`config.mk`:
```
export PLATFORM = sky130hd
export DESIGN_NAME = name_keyed_directory_table_top
export DESIGN_NICKNAME = d
export VERILOG_FILES = /design/src/hdl/nkdt_pkg.sv /design/src/hdl/nkdt_cell.sv /design/src/hdl/nkdt_ctrl.sv /design/src/hdl/name_keyed_directory_table_top.sv
export SDC_FILE = /design/constraint.sdc
export NUM_CORES = 2
export LEC_CHECK = 0
export BUFFER_PORTS_ARGS = -buffer_cell sky130_fd_sc_hd__buf_2
export CAP_MARGIN = 15
export CORE_UTILIZATION = 60
export DETAILED_ROUTE_END_ITERATION = 16
export PLACE_DENSITY = 0.77
export RECOVER_POWER = 50
export SLEW_MARGIN = 15
export SYNTH_ARGS = -nofsm -noshare
export SYNTH_HDL_FRONTEND = slang
export SYNTH_SLANG_ARGS = --single-unit
```
`constraint.sdc`:
```
create_clock -name aclk -period 7.9 [get_ports aclk]
set_clock_uncertainty 0.2 [all_clocks]
set_input_delay 0.79 -clock aclk [delete_from_list [all_inputs] [get_ports aclk]]
set_output_delay 0.79 -clock aclk [all_outputs]
set_load 0.05 [all_outputs]
```
`src/hdl/nkdt_pkg.sv`:
```
// ----------------------------------------------------------------------------
// nkdt_pkg: shared types and constants for the name-keyed directory table
// Request modes, status codes, field widths, the probe token that walks the
// cell chain, the write command sent back to the cells, and name cleanup.
// ----------------------------------------------------------------------------
package nkdt_pkg;

    localparam int ENTRIES_DEF    = 16;
    localparam int NAME_BYTES_DEF = 8;

    localparam int MODE_W   = 2;
    localparam int NAME_W   = 64;
    localparam int SECTOR_W = 16;
    localparam int STATUS_W = 2;
    localparam int SLOT_W   = 4;
    localparam int MAX_NAME_BYTES = NAME_W / 8;

    localparam logic [MODE_W-1:0] MODE_FIND     = 2'd0;
    localparam logic [MODE_W-1:0] MODE_ADD_FILE = 2'd1;
    localparam logic [MODE_W-1:0] MODE_ADD_DIR  = 2'd2;
    localparam logic [MODE_W-1:0] MODE_REMOVE   = 2'd3;

    localparam logic [STATUS_W-1:0] STAT_OK        = 2'd0;
    localparam logic [STATUS_W-1:0] STAT_NOT_FOUND = 2'd1;
    localparam logic [STATUS_W-1:0] STAT_DUPLICATE = 2'd2;
    localparam logic [STATUS_W-1:0] STAT_FULL      = 2'd3;

    // Probe token: the request plus what the scan has found so far
    typedef struct packed {
        logic                vld;
        logic [MODE_W-1:0]   mode;
        logic [NAME_W-1:0]   name;
        logic [SECTOR_W-1:0] sector;
        logic                hit;
        logic [SECTOR_W-1:0] hit_sector;
        logic                hit_dir;
        logic                free;
    } nkdt_probe_t;

    // Write command broadcast to the cells after a scan
    typedef struct packed {
        logic                en;
        logic                set;
        logic                dir;
        logic [NAME_W-1:0]   name;
        logic [SECTOR_W-1:0] sector;
    } nkdt_wr_t;

    // Keep the low name bytes up to the first zero byte or nbytes, clear the rest
    function automatic logic [NAME_W-1:0] normalize_name(
        input logic [NAME_W-1:0] key,
        input int                nbytes
    );
        logic [NAME_W-1:0] out;
        logic              keep;
        out  = '0;
        keep = 1'b1;
        for (int b = 0; b < MAX_NAME_BYTES; b++) begin
            keep = keep && (b < nbytes) && (key[8*b +: 8] != 8'd0);
            if (keep) begin
                out[8*b +: 8] = key[8*b +: 8];
            end
        end
        return out;
    endfunction

endpackage

```
`src/hdl/nkdt_cell.sv`:
```
// ----------------------------------------------------------------------------
// nkdt_cell: one table entry in the scan chain
// Holds one entry, compares the passing probe against it, marks the first
// match and the first free slot, and takes broadcast writes to its index.
// ----------------------------------------------------------------------------
module nkdt_cell #(
    parameter int ENTRIES  = nkdt_pkg::ENTRIES_DEF,
    parameter int CELL_IDX = 0,
    localparam int IDX_W   = $clog2(ENTRIES)
) (
    input  logic                 aclk,
    input  logic                 aresetn,
    input  nkdt_pkg::nkdt_probe_t probe_i,
    input  logic [IDX_W-1:0]     hit_idx_i,
    input  logic [IDX_W-1:0]     free_idx_i,
    output nkdt_pkg::nkdt_probe_t probe_o,
    output logic [IDX_W-1:0]     hit_idx_o,
    output logic [IDX_W-1:0]     free_idx_o,
    input  nkdt_pkg::nkdt_wr_t   wr_i,
    input  logic [IDX_W-1:0]     wr_idx_i
);

    localparam logic [IDX_W-1:0] MY_IDX = IDX_W'(CELL_IDX);

    logic                            valid_reg;
    logic                            dir_reg;
    logic [nkdt_pkg::NAME_W-1:0]     name_reg;
    logic [nkdt_pkg::SECTOR_W-1:0]   sector_reg;

    nkdt_pkg::nkdt_probe_t probe_reg, probe_next;
    logic [IDX_W-1:0]      hit_idx_reg, hit_idx_next;
    logic [IDX_W-1:0]      free_idx_reg, free_idx_next;

    // Update the token with this entry's match and free status
    always_comb begin
        probe_next    = probe_i;
        hit_idx_next  = hit_idx_i;
        free_idx_next = free_idx_i;
        if (!probe_i.hit && valid_reg && (name_reg == probe_i.name)) begin
            probe_next.hit        = 1'b1;
            probe_next.hit_sector = sector_reg;
            probe_next.hit_dir    = dir_reg;
            hit_idx_next          = MY_IDX;
        end
        if (!probe_i.free && !valid_reg) begin
            probe_next.free = 1'b1;
            free_idx_next   = MY_IDX;
        end
    end

    // Advance the token to the neighbor
    always_ff @(posedge aclk) begin
        if (!aresetn) begin
            probe_reg    <= '0;
            hit_idx_reg  <= '0;
            free_idx_reg <= '0;
        end else begin
            probe_reg    <= probe_next;
            hit_idx_reg  <= hit_idx_next;
            free_idx_reg <= free_idx_next;
        end
    end

    // Apply a write addressed to this entry
    always_ff @(posedge aclk) begin
        if (!aresetn) begin
            valid_reg <= 1'b0;
            dir_reg   <= 1'b0;
        end else if (wr_i.en && (wr_idx_i == MY_IDX)) begin
            valid_reg <= wr_i.set;
            if (wr_i.set) begin
                dir_reg <= wr_i.dir;
            end
        end
    end

    always_ff @(posedge aclk) begin
        if (wr_i.en && wr_i.set && (wr_idx_i == MY_IDX)) begin
            name_reg   <= wr_i.name;
            sector_reg <= wr_i.sector;
        end
    end

    assign probe_o    = probe_reg;
    assign hit_idx_o  = hit_idx_reg;
    assign free_idx_o = free_idx_reg;

endmodule

```
`src/hdl/nkdt_ctrl.sv`:
```
// ----------------------------------------------------------------------------
// nkdt_ctrl: request sequencer for the directory table
// Accepts a request, launches a probe down the cell chain, catches it at the
// far end, decides the status, issues the entry write and holds the result.
// ----------------------------------------------------------------------------
module nkdt_ctrl #(
    parameter int ENTRIES    = nkdt_pkg::ENTRIES_DEF,
    parameter int NAME_BYTES = nkdt_pkg::NAME_BYTES_DEF,
    localparam int IDX_W     = $clog2(ENTRIES)
) (
    input  logic                            aclk,
    input  logic                            aresetn,
    input  logic                            s_valid,
    output logic                            s_ready,
    input  logic [nkdt_pkg::MODE_W-1:0]     s_mode,
    input  logic [nkdt_pkg::NAME_W-1:0]     s_name_key,
    input  logic [nkdt_pkg::SECTOR_W-1:0]   s_sector_in,
    output logic                            m_valid,
    input  logic                            m_ready,
    output logic [nkdt_pkg::STATUS_W-1:0]   m_status,
    output logic [nkdt_pkg::SLOT_W-1:0]     m_slot,
    output logic [nkdt_pkg::SECTOR_W-1:0]   m_sector_out,
    output logic                            m_is_dir,
    output nkdt_pkg::nkdt_probe_t           probe_o,
    output logic [IDX_W-1:0]                hit_idx_o,
    output logic [IDX_W-1:0]                free_idx_o,
    input  nkdt_pkg::nkdt_probe_t           probe_i,
    input  logic [IDX_W-1:0]                hit_idx_i,
    input  logic [IDX_W-1:0]                free_idx_i,
    output nkdt_pkg::nkdt_wr_t              wr_o,
    output logic [IDX_W-1:0]                wr_idx_o
);

    localparam logic [1:0] S_IDLE = 2'd0;
    localparam logic [1:0] S_SCAN = 2'd1;
    localparam logic [1:0] S_DONE = 2'd2;

    logic [1:0] state_reg, state_next;

    nkdt_pkg::nkdt_probe_t launch_reg;
    nkdt_pkg::nkdt_probe_t fin_reg;
    logic [IDX_W-1:0]      fin_hit_idx_reg;
    logic [IDX_W-1:0]      fin_free_idx_reg;

    logic                            m_valid_reg;
    logic [nkdt_pkg::STATUS_W-1:0]   status_reg;
    logic [nkdt_pkg::SLOT_W-1:0]     slot_reg;
    logic [nkdt_pkg::SECTOR_W-1:0]   sector_out_reg;
    logic                            is_dir_reg;

    logic                            s_fire;
    logic                            commit;
    logic [nkdt_pkg::STATUS_W-1:0]   status_c;
    logic [nkdt_pkg::SLOT_W-1:0]     slot_c;
    logic [nkdt_pkg::SECTOR_W-1:0]   sector_c;
    logic                            dir_c;
    nkdt_pkg::nkdt_wr_t              wr_c;
    logic [IDX_W-1:0]                wr_idx_c;

    assign s_ready = (state_reg == S_IDLE);
    assign s_fire  = s_valid && s_ready;
    assign commit  = (state_reg == S_DONE) && (!m_valid_reg || m_ready);

    // Sequence one request at a time
    always_comb begin
        state_next = state_reg;
        unique case (state_reg)
            S_IDLE: begin
                if (s_fire) begin
                    state_next = S_SCAN;
                end
            end
            S_SCAN: begin
                if (probe_i.vld) begin
                    state_next = S_DONE;
                end
            end
            S_DONE: begin
                if (commit) begin
                    state_next = S_IDLE;
                end
            end
            default: begin
                state_next = S_IDLE;
            end
        endcase
    end

    always_ff @(posedge aclk) begin
        if (!aresetn) begin
            state_reg <= S_IDLE;
        end else begin
            state_reg <= state_next;
        end
    end

    // Launch a clean probe on each accepted transaction
    always_ff @(posedge aclk) begin
        if (!aresetn) begin
            launch_reg <= '0;
        end else begin
            launch_reg.vld        <= s_fire;
            launch_reg.mode       <= s_mode;
            launch_reg.name       <= nkdt_pkg::normalize_name(s_name_key, NAME_BYTES);
            launch_reg.sector     <= s_sector_in;
            launch_reg.hit        <= 1'b0;
            launch_reg.hit_sector <= '0;
            launch_reg.hit_dir    <= 1'b0;
            launch_reg.free       <= 1'b0;
        end
    end

    assign probe_o    = launch_reg;
    assign hit_idx_o  = '0;
    assign free_idx_o = '0;

    // Catch the probe at the end of the chain
    always_ff @(posedge aclk) begin
        if ((state_reg == S_SCAN) && probe_i.vld) begin
            fin_reg          <= probe_i;
            fin_hit_idx_reg  <= hit_idx_i;
            fin_free_idx_reg <= free_idx_i;
        end
    end

    // Decide the status and the entry write
    always_comb begin
        status_c    = nkdt_pkg::STAT_OK;
        slot_c      = '0;
        sector_c    = '0;
        dir_c       = 1'b0;
        wr_c.en     = 1'b0;
        wr_c.set    = 1'b0;
        wr_c.dir    = (fin_reg.mode == nkdt_pkg::MODE_ADD_DIR);
        wr_c.name   = fin_reg.name;
        wr_c.sector = fin_reg.sector;
        wr_idx_c    = fin_hit_idx_reg;
        unique case (fin_reg.mode)
            nkdt_pkg::MODE_FIND: begin
                if (fin_reg.hit) begin
                    slot_c   = nkdt_pkg::SLOT_W'(fin_hit_idx_reg);
                    sector_c = fin_reg.hit_sector;
                    dir_c    = fin_reg.hit_dir;
                end else begin
                    status_c = nkdt_pkg::STAT_NOT_FOUND;
                end
            end
            nkdt_pkg::MODE_REMOVE: begin
                if (fin_reg.hit) begin
                    slot_c  = nkdt_pkg::SLOT_W'(fin_hit_idx_reg);
                    wr_c.en = commit;
                end else begin
                    status_c = nkdt_pkg::STAT_NOT_FOUND;
                end
            end
            nkdt_pkg::MODE_ADD_FILE, nkdt_pkg::MODE_ADD_DIR: begin
                if (fin_reg.hit) begin
                    status_c = nkdt_pkg::STAT_DUPLICATE;
                end else if (!fin_reg.free) begin
                    status_c = nkdt_pkg::STAT_FULL;
                end else begin
                    slot_c   = nkdt_pkg::SLOT_W'(fin_free_idx_reg);
                    wr_c.en  = commit;
                    wr_c.set = 1'b1;
                    wr_idx_c = fin_free_idx_reg;
                end
            end
            default: begin
                status_c = nkdt_pkg::STAT_NOT_FOUND;
            end
        endcase
    end

    assign wr_o     = wr_c;
    assign wr_idx_o = wr_idx_c;

    // Hold the result until the transaction is taken
    always_ff @(posedge aclk) begin
        if (!aresetn) begin
            m_valid_reg <= 1'b0;
        end else if (commit) begin
            m_valid_reg <= 1'b1;
        end else if (m_ready) begin
            m_valid_reg <= 1'b0;
        end
    end

    always_ff @(posedge aclk) begin
        if (commit) begin
            status_reg     <= status_c;
            slot_reg       <= slot_c;
            sector_out_reg <= sector_c;
            is_dir_reg     <= dir_c;
        end
    end

    assign m_valid      = m_valid_reg;
    assign m_status     = status_reg;
    assign m_slot       = slot_reg;
    assign m_sector_out = sector_out_reg;
    assign m_is_dir     = is_dir_reg;

endmodule

```
`src/hdl/name_keyed_directory_table_top.sv`:
```
// ----------------------------------------------------------------------------
// A request passes a launch register, walks the entry chain one cell per cycle,
// is caught in a catch register at the far end and then commits its result
// and its entry write. A new request is accepted only once the last one has
// committed; a result still waiting holds back that commit and the next request.
// Reset clears every entry's valid and directory flags at once; no sweep.
// ----------------------------------------------------------------------------
// name_keyed_directory_table_top: fixed directory table with name lookup
// Find, add file, add directory and remove requests over a chain of entry
// cells, each returning one status transaction.
// ----------------------------------------------------------------------------
module name_keyed_directory_table_top #(
    parameter int ENTRIES    = nkdt_pkg::ENTRIES_DEF,
    parameter int NAME_BYTES = nkdt_pkg::NAME_BYTES_DEF
) (
    input  logic                            aclk,
    input  logic                            aresetn,
    input  logic                            s_valid,
    output logic                            s_ready,
    input  logic [nkdt_pkg::MODE_W-1:0]     s_mode,
    input  logic [nkdt_pkg::NAME_W-1:0]     s_name_key,
    input  logic [nkdt_pkg::SECTOR_W-1:0]   s_sector_in,
    output logic                            m_valid,
    input  logic                            m_ready,
    output logic [nkdt_pkg::STATUS_W-1:0]   m_status,
    output logic [nkdt_pkg::SLOT_W-1:0]     m_slot,
    output logic [nkdt_pkg::SECTOR_W-1:0]   m_sector_out,
    output logic                            m_is_dir
);

    localparam int IDX_W = $clog2(ENTRIES);

    nkdt_pkg::nkdt_probe_t probe_chain [0:ENTRIES];
    logic [IDX_W-1:0]      hit_chain   [0:ENTRIES];
    logic [IDX_W-1:0]      free_chain  [0:ENTRIES];
    nkdt_pkg::nkdt_wr_t    wr;
    logic [IDX_W-1:0]      wr_idx;

    // Sequence requests and decide results
    nkdt_ctrl #(
        .ENTRIES    (ENTRIES),
        .NAME_BYTES (NAME_BYTES)
    ) u_ctrl (
        .aclk         (aclk),
        .aresetn      (aresetn),
        .s_valid      (s_valid),
        .s_ready      (s_ready),
        .s_mode       (s_mode),
        .s_name_key   (s_name_key),
        .s_sector_in  (s_sector_in),
        .m_valid      (m_valid),
        .m_ready      (m_ready),
        .m_status     (m_status),
        .m_slot       (m_slot),
        .m_sector_out (m_sector_out),
        .m_is_dir     (m_is_dir),
        .probe_o      (probe_chain[0]),
        .hit_idx_o    (hit_chain[0]),
        .free_idx_o   (free_chain[0]),
        .probe_i      (probe_chain[ENTRIES]),
        .hit_idx_i    (hit_chain[ENTRIES]),
        .free_idx_i   (free_chain[ENTRIES]),
        .wr_o         (wr),
        .wr_idx_o     (wr_idx)
    );

    // Chain of entry cells, lowest index first
    for (genvar i = 0; i < ENTRIES; i++) begin : g_cell
        nkdt_cell #(
            .ENTRIES  (ENTRIES),
            .CELL_IDX (i)
        ) u_cell (
            .aclk       (aclk),
            .aresetn    (aresetn),
            .probe_i    (probe_chain[i]),
            .hit_idx_i  (hit_chain[i]),
            .free_idx_i (free_chain[i]),
            .probe_o    (probe_chain[i+1]),
            .hit_idx_o  (hit_chain[i+1]),
            .free_idx_o (free_chain[i+1]),
            .wr_i       (wr),
            .wr_idx_i   (wr_idx)
        );
    end

endmodule
```
==> impl_results.md <==
* Grt total ovfl at 0
* Crit share post-route at 0.685
* Ys flop type: dfxtp_1
* Rel. slew slack at -1.99
* Hold WC Path Type: reg -> reg
* Worst r2r path cells at 4
* DP HPWL at between 150000 and 200000 um
* Fraction of layout cells with a size suffix above 1 at 0.0727
* Initial antenna violation count at 56
* Final nets at slightly above 8000
* Skew-Pair Late Insertion Delay at roughly 0.94 ns
* RSZ-0062 raised after global routing: no
* PD cells at around 270 mW/mm2
* GR peak layer: met2
* Syn. warnings at 0
* Core Util, Final at 0.682
* FF-to-FF End: u_ctrl.fin_reg[13]
* Cells after synthesis at about 8000
* LEAKAGE at a little over 0.04 uW
* Die width at between 400 and 500 um
* Slowest cell on crit path: clkbuf_1
* Routed WL at between 300000 and 400000 um
* Die Height at 426 um
* Hold wc startpoint: g_cell[15].u_cell.probe_o[11]
* IO Pins at around 110
* DR vias at ~64000
* Minimum clock period at ~5.4 ns
* EDFF count, synth at approximately 1400
* Postcts setup bufs at 0
* Worst hold path endpoint: u_ctrl.fin_reg[11]
* PnR worst setup slack at roughly 2.5 ns
* M3 GR Usage at 0.0828
* Clock Pin Slew Worst Setup and Hold Paths at about 0.06 ns
* CTS H-tree lvls at 5
* CTS tree: built
* Max Cap Violations at between 80 and 90
* CP Class: in -> reg
* Synth Register Bits at about 3300
* XOR/XNOR Fraction of Synth Area at 0.0674
* Delay-heaviest family, CP: buffers and inverters
* TNS Setup at 0 ns
* Syn_nets at roughly 7900
* R2R Setup Slk at roughly 2.8 ns
* Post-synthesis simple-gate area fraction at 0.135
* Distinct cells, synth at 69
* Die area at between 0.15 and 0.2 mm2
* Synth Cell Area at 0.108 mm2
* Register area share after synthesis at 0.735
* Worst VDD drop at approximately 230 uV
* CTS resizes at 0
* CTS max path bufs at 4
* Worst EP arrival at 6.05 ns
* Core area at approximately 0.18 mm2
* First-pass GRT wire length at 431000 um
* First-pass DRT Iterations at 6
* Synth cell count leaders: dfxtp_1, edfxtp_1, and2_1
* Worst-margin pin slew at approximately 4.5 ns
* Worst path cell trace: buf_8 > clkbuf_1 > buf_4 > and2_1
* Drt initial violations at between 9000 and 10000
* Post-synthesis compound-gate area fraction at 0.0426
* Area leader, netlist: edfxtp_1
* Largest net degree at the start of global routing at 270
* Starting Density at 0.605
* # DRC at 0
* I/O Buffers at 110
* Critical path endpoint category: flip-flop
* Vias in the first global route at roughly 60000
* Critical path startpoint category: primary input
* Area grow syn2layout at 12.8%
* Pre-CTS setup slack at roughly 3.3 ns
* RR Startpoint: u_ctrl.state_reg[0]
* Mux contribution to synthesized area at 0.00120
* Clk sink count at 3260
* Final Hold Viols at 0
* Synth top area cells: edfxtp_1, dfxtp_1, and2_1, xnor2_1, a21oi_1
* Most frequent cell after synthesis: dfxtp_1
* Placer Congestion at between 0.9 and 1
* Met2 GRT Util at 0.529
* Bufs and invs on worst path at 3
* M1 GR Usage at 0.424
* Total CTS buffers at between 300 and 400
* Routed Antenna Nets at 0
* Mean Syn Cell Area at 13.8 um2
* GRT Util Overall at 0.337
* Final setup viols at 0
* Main combinational cell family by area after synthesis: simple AND/OR/NAND/NOR gates
* Synth top area share at 0.393
* Fraction of the mapped netlist area in adder cells at 0.000463
* Largest register FFs at roughly 1600
* Worst Hold Depth at 0
* Crit path required time at approximately 8.5 ns
* Routed len/inst at between 20 and 30 um
* CTS root buf: clkbuf_16
* Worst-path maximum fanout at 127
* Violated checks: capacitance limit, slew limit
* Pins Over Slew Limit at approximately 2300
* Routed vias/inst at just under 6
* Critical Path Max Stage Delay at roughly 3.1 ns
* Standard-cell rows at approximately 160
* Asr flop ratio synth at 0
* Maximum clock rate at 185 MHz
* Status: finished, violations left
where the power goes:
part	internal [uW]	total (uW)	switching [uW]
clock	8450	14600	6120
combinational	123	341	218
sequential	17500	17600	68.6
total	26100	32500	6400
placed cells by master (no fill, tap or decap), types with 181 or more instances in the layout:
cell type     n
clkbuf_16   328
edfxtp_1   1412
o21ai_0     226
and2_1      990
nand4_1     205
xnor2_1     679
nand3_1     255
nor2_1      248
clkbuf_1    194
dfxtp_1    1848
a21oi_1     295
inv_1       181
and2_0      339
layer usage:
metal  up-vias  share of wire
met3      1002           0.11
met4        10          0.065
met2      3933           0.46
li1      27700              -
met1     31300           0.36
met5         -        0.00088
cell families (layout without fill, tap and decap cells):
kind of cell	after synthesis	in the layout
AOI/OAI and AO/OA	776	776
xor gates and xnor gates	831	831
adders and majority gates	4	4
buffers and inverters	492	1055
DFF	3260	3260
muxes	13	13
other	0	52
and+or+nand+nor	2469	2469
layout make-up:
class                      count  area, um2
sequential                  3260      79400
multi-input combinational   4093      26700
clock buffer                 476       9170
fill                       12000      56800
timing repair buffer         310       1960
antenna                       52        130
tap                         2355       2950
inverter                     184        699
clock inverter                85        793
worst register-to-register path, stage by stage (launching register included):
cell and delay [ns]:
dfxtp_1 0.40, nand2_1 0.13, nor2_4 0.09, clkbuf_1 2.90, buf_4 0.93
stage by stage:
step | power [uW] | hold slack [ns] | instance area (um2) | std cells
global placement | 18200 | 0.185 | 111000 | 10100
global route | 33300 | 0.203 | 122000 | 10800
detailed placement | 18200 | 0.189 | 111000 | 10100
floorplan | 18100 | 0.186 | 108000 | 7845
finish | 32500 | 0.191 | 122000 | 10800
CTS | 32600 | 0.197 | 122000 | 10800
worst max-delay path by stage:
| stage | start | endpoint | cells past startpoint |
|---|---|---|---|
| finish | aresetn | g_cell[12].u_cell.probe_o[80] | 4 |
| global route | aresetn | g_cell[14].u_cell.probe_o[43] | 4 |
| CTS | u_ctrl.fin_reg[100] | g_cell[10].u_cell.name_reg[28] | 8 |
| detailed placement | u_ctrl.fin_reg[100] | g_cell[10].u_cell.name_reg[46] | 8 |
| floorplan | m_ready | g_cell[11].u_cell.dir_reg | 7 |
| global placement | m_ready | g_cell[10].u_cell.name_reg[55] | 7 |
what timing repair did:
action                     4_1_cts  5_1_grt
setup endpoints to repair        0        0
hold buffers                    84        0
hold endpoints to repair        85        0
Power figures use the tool's default switching activity.
